[src/design/assert_macros.svh]
// assertion macros shared by the design files
// no dependencies; expects a clock named clk and a reset named rst in scope
`ifndef ASSERT_MACROS_SVH
`define ASSERT_MACROS_SVH
`ifndef SYNTHESIS
`define SPQ_ASSERT(label, prop) \
  label: assert property (@(posedge clk) disable iff (rst) prop) \
    else $error("assertion failed");
`define SPQ_NEVER(label, cond) \
  label: assert property (@(posedge clk) disable iff (rst) !(cond)) \
    else $error("forbidden condition seen");
`else
`define SPQ_ASSERT(label, prop)
`define SPQ_NEVER(label, cond)
`endif
`endif

[src/design/spq_pkg.sv]
// shared constants, codes and types of the sorted priority queue
// no dependencies
package spq_pkg;

  localparam int DEPTH = 64;
  localparam int IDX_W = (DEPTH > 1) ? $clog2(DEPTH) : 1;
  localparam int CNT_W = $clog2(DEPTH + 1);
  localparam int VAL_W = 32;
  localparam int PRI_W = 16;

  typedef enum logic [1:0] {
    OP_INSERT = 2'd0,
    OP_FIND   = 2'd1,
    OP_DELETE = 2'd2,
    OP_POP    = 2'd3
  } spq_op_t;

  typedef enum logic [1:0] {
    ST_OK        = 2'd0,
    ST_NOT_FOUND = 2'd1,
    ST_EMPTY     = 2'd2,
    ST_FULL      = 2'd3
  } spq_status_t;

  // update command broadcast to every cell
  typedef struct packed {
    logic             ins;
    logic             del;
    logic [IDX_W-1:0] pos;
  } spq_shift_t;

endpackage

[src/design/spq_cell.sv]
// one storage cell of the sorted chain: holds an entry, compares it, shifts
// depends on spq_pkg
module spq_cell
  import spq_pkg::*;
(
  input  logic                    clk,
  input  logic                    load,
  input  logic [IDX_W-1:0]        idx,
  input  logic [CNT_W-1:0]        cnt,
  input  logic [VAL_W-1:0]        cmp_value,
  input  logic signed [PRI_W-1:0] cmp_priority,
  input  spq_shift_t              shift,
  input  logic [VAL_W-1:0]        new_value,
  input  logic signed [PRI_W-1:0] new_priority,
  input  logic [VAL_W-1:0]        prev_value,
  input  logic signed [PRI_W-1:0] prev_priority,
  input  logic [VAL_W-1:0]        next_value,
  input  logic signed [PRI_W-1:0] next_priority,
  output logic [VAL_W-1:0]        value,
  output logic signed [PRI_W-1:0] priority_q,
  output logic                    lt,
  output logic                    eq,
  output logic                    top
);

  logic occupied;
  logic is_top;

  assign occupied = CNT_W'(idx) < cnt;
  assign is_top   = (CNT_W'(idx) + CNT_W'(1)) == cnt;

  always_ff @(posedge clk) begin
    if (load) begin
      lt  <= occupied && (priority_q < cmp_priority);
      eq  <= occupied && (value == cmp_value);
      top <= is_top;
    end
    if (shift.ins) begin
      if (idx == shift.pos) begin
        value      <= new_value;
        priority_q <= new_priority;
      end else if (idx > shift.pos) begin
        value      <= prev_value;
        priority_q <= prev_priority;
      end
    end else if (shift.del && (idx >= shift.pos)) begin
      value      <= next_value;
      priority_q <= next_priority;
    end
  end

endmodule

[config.mk]
export PLATFORM = sky130hd
export DESIGN_NAME = spq_cell
export DESIGN_NICKNAME = d
export VERILOG_FILES = /design/src/design/assert_macros.svh /design/src/design/spq_pkg.sv /design/src/design/spq_cell.sv
export SDC_FILE = /design/constraint.sdc
export NUM_CORES = 1
export LEC_CHECK = 0
export ABC_AREA = 1
export ABC_CLOCK_PERIOD_IN_PS = 2420
export BUFFER_PORTS_ARGS = -buffer_cell sky130_fd_sc_hd__buf_2
export CORE_AREA = 2 2 103 105
export DETAILED_ROUTE_END_ITERATION = 10
export DIE_AREA = 0 0 105 107
export GPL_TIMING_DRIVEN = 0
export PLACE_DENSITY = 0.8
export REMOVE_ABC_BUFFERS = 1
export SLEW_MARGIN = 20
export SYNTH_ARGS = -nofsm -noshare
export SYNTH_HDL_FRONTEND = slang
export SYNTH_SLANG_ARGS = --single-unit
[constraint.sdc]
create_clock -name clk -period 2.42 [get_ports clk]
set_input_delay 0.121 -clock clk [delete_from_list [all_inputs] [get_ports clk]]
set_output_delay 0.121 -clock clk [all_outputs]
set_load 0.005 [all_outputs]
==> flow_metrics.py, run 1 <==
metrics = {
    "outcome": {
        "status": "finished clean",
    },
    "drt": {
        "vias_per_cell": 4.87,
        "wl_um": 12000,
        "drc": 0,
        "num_vias": 4128,
        "first_pass_iters": 5,
        "post_drt_wl_per_cell_um": 14.2,
        "ant_nets": 0,
        "drt_iter0_markers": 162,
    },
    "sta": {
        "fin_tns_setup_ns": 0,
        "relSlewSlack_pct": 32.5,
        "post-route-period-util_pct": 89.2,
        "worst_pin_slew_ns": 1.01,
        "fin_ws_ns": 0.261,
        "rsz0062_at_grt": "false",
        "max_freq_ghz": 0.463,
        "period_minus_slack_ns": 2.16,
        "fin_worst_skew_ns": 0.00823,
        "hold_ws_ns": 0.0703,
        "finalHoldViolations": 0,
        "setup_viol": 0,
        "slew_violations": 0,
    },
    "clock_tree": {
        "cts_tree": "yes",
        "clk_latency_ns": 0.30,
        "cts_root_buf": "clkbuf_8",
        "path_clk_slew_ns": 0.10,
        "cts_hold_buffers": 0,
        "numCtsBuffers": 5,
        "cts_max_level": 2,
        "clock_sinks": 51,
        "cts_buffer_depth": 2,
    },
    "logic_synthesis": {
        "postSynthCellCount": 457,
        "synth-seq-cells": 51,
        "synth_cell_types": 25,
        "synth_area_um2": 3740,
        "yosysSeqAreaShare_pct": 41.0,
        "synthTopCellsByArea": "edfxtp_1, a21oi_1, ha_1, nand2_1, xnor2_1",
        "synth_top_area_share_pct": 41.0,
        "synth_warnings": 0,
        "avgSynthCellArea_um2": 8.18,
        "yosys.area.top_type": "edfxtp_1",
    },
    "finish": {
        "antenna_cells": 0,
        "final_area_um2": 5300,
        "n_fill_cell": 996,
        "syn_to_final_growth_pct": 41.8,
        "instances_no_fill": 848,
        "multi_input_area_um2": 1950,
        "final_common_cell": "buf_2",
        "final_nets": 954,
        "sequential_cell_area_um2": 1530,
        "final_core_utilization_pct": 52.5,
        "drive_gt1_share_pct": 39.6,
        "final_cell_mix": "buf_2, a21oi_1, nand2_1, nor2_1, edfxtp_1",
    },
    "die": {
        "coreArea_um2": 10100,
        "die_area_um2": 11200,
        "start_util_pct": 37.0,
        "fp-row-count": 37,
        "dieWidth_um": 105,
        "num_io_pins": 266,
        "dieHeight_um": 107,
    },
    "min_path": {
        "hold_class": "in -> reg",
    },
    "grt": {
        "grt_overflow": 0,
        "grt_pass1_wl_um": 18300,
        "grt_start_max_net_pins": 51,
        "grt_pass1_vias": 4129,
        "grt_antenna_before_repair": 0,
        "grt_usage_pct": 20.1,
    },
    "flow_run": {
        "drv_cap": 0,
    },
    "setup_path": {
        "worstPathRequired_ns": 2.43,
        "path_class": "in -> reg",
        "critical_path.endpoint_type": "register",
        "critPathMaxFanout": 29,
        "start_kind": "input port",
        "crit_arrival_ns": 2.17,
    },
    "placement": {
        "portBuffers": 265,
        "dp_hpwl_um": 9120,
        "place_ws_ns": -0.849,
        "place.gp.congestion": 0.838,
        "place_area_um2": 5160,
        "dp.cells": 839,
    },
    "power_and_ir_drop": {
        "ir_worst_vdd_mv": 0.243,
        "p_leak_nw": 2.54,
        "cellPowerDensity_nw_per_um2": 499,
        "power_mw": 2.64,
    },
}
==> per-layer routing <==
layer	vias up	part of all wire [%]	global-route usage, %
met3	18	7.2	4.19
met5	-	0	0
li1	2050	-	-
met2	195	50	38.4
met4	0	1.6	4.67
met1	1865	41	22.9
==> cell type report <==
| class | instances | area share, % |
|---|---|---|
| clock buffer | 5 | 1.30 |
| clock inverter | 3 | 0.803 |
| inverter | 40 | 2.93 |
| multi-input combinational | 346 | 36.9 |
| sequential | 51 | 28.9 |
| tap | 136 | 3.21 |
| timing repair buffer | 267 | 25.9 |
==> what timing repair did <==
item	CTS	global route
buffers inserted	0	0
pin swaps	0	1
cloned	0	1
endpoints found under the setup margin	96	29
resized for setup	2	1
==> cells by family after synthesis <==
family                     after synthesis  share of synthesized area, %
adders and majority gates               28                          9.38
buffers and inverters                   61                          7.17
xor gates and xnor gates                38                          8.91
AOI/OAI and AO/OA                      118                          16.1
and+or+nand+nor                        161                          17.4
DFF                                     51                          41.0
==> power breakdown <==
group	switching, mW	internal [mW]	leakage (nW)
clock network	0.294	0.309	0.0562
registers	0.0824	1.14	0.493
logic	0.408	0.407	2.00
total	0.784	1.86	2.54
==> cells in the mapped netlist (all sizes together) <==
| cell | instances |
|---|---|
| o221ai | 1 |
| or2 | 2 |
| nand2 | 79 |
| a21oi | 108 |
| nor3 | 6 |
| nand3 | 4 |
| clkbuf | 7 |
| ha | 28 |
| xor2 | 10 |
| nor2 | 62 |
| xnor2 | 28 |
| o2111ai | 2 |
| o21ai | 7 |
| nor4 | 1 |
| edfxtp | 51 |
| buf | 14 |
| nand4 | 5 |
| nand3b | 2 |
| inv | 40 |
==> sequential cells by signal (all words and copies together), names as in the netlist <==
name / cells
eq: 1
top: 1
priority_q: 16
value: 32
lt: 1
==> path summary, 6_finish.rpt <==
path	startpoint	slack, ns	endpoint	cells after the start
max	idx[5]	0.26	priority_q[2]	9
min	load	0.07	eq	1
max reg2reg	priority_q[15]	0.71	lt	8
min reg2reg	priority_q[15]	0.89	lt	4
==> worst max-delay path, stage by stage <==
cell and delay, ns:
buf_2 0.13, ha_1 0.29, nand2_1 0.08, nor2_2 0.27, nand3_4 0.37, o2111ai_1 0.18, o21ai_0 0.16, inv_4 0.30
buf_12 0.24
No activity file was read; power rests on OpenSTA's default activity.
==> run 2: changes to the inputs <==
Settings changed: ABC_AREA 1 to not set, PLACE_DENSITY 0.8 to 0.79.
==> flow_metrics.py, run 2 <==
metrics = {
    "setup_path": {
        "crit_arrival_ns": 2.18,
        "crit_cells": 6,
        "critPathMaxFanout": 4,
        "critPathTopFamily": "simple AND/OR/NAND/NOR gates",
        "cp_num_buf_inv": 0,
        "reg2reg_depth": 6,
        "critPathMaxStageDelay_ns": 0.42,
        "slowest_stage": "or3_1",
        "reg2reg_slack_ns": 0.29,
        "critical_path.endpoint_type": "register",
        "worstPathRequired_ns": 2.47,
        "r2r-start": "priority_q[15]",
        "cp_cell_sequence": "ha_1 > nand4_1 > or3_1 > a2111oi_1 > nor3_1 > mux2i_1",
        "path_class": "reg -> reg",
        "start_kind": "register",
        "rr_endpoint": "lt",
    },
    "min_path": {
        "holdPathStages": 1,
        "hold_start": "load",
        "worst_hold_path.endpoint": "top",
        "hold_class": "in -> reg",
    },
    "clock_tree": {
        "cts_root_buf": "clkbuf_8",
        "path_clk_slew_ns": 0.08,
        "cts_hold_buffers": 0,
        "cts_tree": "yes",
        "numCtsBuffers": 5,
        "cts_buffer_depth": 2,
        "cts_max_level": 2,
        "clock_sinks": 51,
        "clk_latency_ns": 0.31,
        "cts_resized": 0,
        "cts_setup_buffers": 0,
    },
    "finish": {
        "drive_gt1_share_pct": 44.0,
        "final_common_cell": "buf_2",
        "antenna_cells": 0,
        "reg_top3": "value: 32 flops, priority_q: 16 flops",
        "largest_reg_flops": 32,
        "syn_to_final_growth_pct": 44.2,
        "instances_no_fill": 775,
        "final_nets": 881,
        "final_core_utilization_pct": 53.3,
        "final_cell_mix": "buf_2, a21oi_1, nor2_1, edfxtp_1, mux2i_1",
        "multi_input_area_um2": 2050,
        "n_fill_cell": 951,
        "final_area_um2": 5380,
        "sequential_cell_area_um2": 1530,
        "top_register": "value",
    },
    "grt": {
        "grt_util_met1_pct": 23.4,
        "met3_usage_pct": 3.59,
        "grt_antenna_before_repair": 0,
        "grt_overflow": 0,
        "grt_pass1_wl_um": 18300,
        "grt_pass1_vias": 3913,
        "busiest_layer": "met2",
        "grt_start_max_net_pins": 54,
        "grt_usage_pct": 20.6,
        "grtUsageMet2_pct": 38.6,
    },
    "logic_synthesis": {
        "avgSynthCellArea_um2": 9.90,
        "synth-seq-cells": 51,
        "synth_area_um2": 3730,
        "synth_most_common_cell": "a21oi_1",
        "synth_cell_types": 35,
        "synth_top_area_share_pct": 41.0,
        "yosysSeqAreaShare_pct": 41.0,
        "postSynthCellCount": 377,
        "synth_edf_count": 51,
        "synthFlopType": "edfxtp_1",
        "synth_common_cells": "a21oi_1, nor2_1, edfxtp_1",
        "yosys.area.top_type": "edfxtp_1",
        "async_reset_ff_share_pct": 0,
        "synthTopCellsByArea": "edfxtp_1, mux2i_1, ha_1, xnor2_1, a21oi_1",
        "synth_warnings": 0,
    },
    "drt": {
        "wl_um": 11700,
        "num_vias": 3742,
        "ant_nets": 0,
        "drc": 0,
        "first_pass_iters": 4,
        "drt_iter0_markers": 117,
        "vias_per_cell": 4.83,
        "post_drt_wl_per_cell_um": 15.0,
    },
    "die": {
        "dieHeight_um": 107,
        "coreArea_um2": 10100,
        "dieWidth_um": 105,
        "die_area_um2": 11200,
        "fp-row-count": 37,
        "num_io_pins": 266,
        "start_util_pct": 37.0,
    },
    "sta": {
        "hold_ws_ns": 0.101,
        "finalHoldViolations": 0,
        "max_freq_ghz": 0.469,
        "relSlewSlack_pct": 67.0,
        "slew_violations": 0,
        "post-route-period-util_pct": 88.2,
        "fin_tns_setup_ns": 0,
        "fin_worst_skew_ns": 0.0110,
        "rsz0062_at_grt": "false",
        "period_minus_slack_ns": 2.13,
        "fin_ws_ns": 0.286,
        "setup_viol": 0,
        "worst_pin_slew_ns": 0.482,
    },
    "outcome": {
        "status": "finished clean",
    },
    "flow_run": {
        "drv_cap": 0,
    },
    "power_and_ir_drop": {
        "p_leak_nw": 2.44,
        "ir_worst_vdd_mv": 0.226,
        "cellPowerDensity_nw_per_um2": 471,
        "power_mw": 2.53,
    },
    "placement": {
        "place_ws_ns": 0.276,
        "place.gp.congestion": 0.914,
        "dp_hpwl_um": 9940,
        "place_area_um2": 5300,
        "portBuffers": 265,
        "dp.cells": 767,
    },
}
-- run 2: power by group --
| part | switching [mW] | internal, mW |
|---|---|---|
| clock network | 0.290 | 0.203 |
| logic | 0.389 | 0.431 |
| registers | 0.0859 | 1.13 |
| total | 0.764 | 1.77 |
-- run 2: cell families (layout without fill, tap and decap cells) --
family / count (synthesis) / count (layout) / synth area share (%)
fa+ha+maj: 28 / 28 / 9.39
compound gates: 76 / 76 / 11.3
flops: 51 / 51 / 41.0
xor+xnor: 39 / 39 / 9.15
simple gates: 90 / 90 / 11.2
buf+inv: 44 / 306 / 4.73
mux: 49 / 49 / 13.1
-- run 2: final cells by class --
class	count	share of cell area, %
tap	136	3.16
timing repair buffer	270	26.8
multi-input combinational	282	38.0
sequential	51	28.5
clock inverter	2	0.233
clock buffer	6	1.35
inverter	28	1.95
-- run 2: metal layers --
metal,share of wire (%),wire length (um)
met1,40,4660
met2,53,6130
met3,5.2,602
met4,2.3,272
met5,0,0
-- run 2: worst max-delay path by stage --
stage	start	to	slack, ns
6_report	priority_q[15]	lt	0.29
3_3_place_gp	shift[7]	value[22]	-3.31
3_5_place_dp	priority_q[15]	lt	0.28
5_1_grt	priority_q[15]	lt	0.19
4_1_cts	priority_q[15]	lt	0.26
2_1_floorplan	idx[0]	priority_q[0]	-1.66
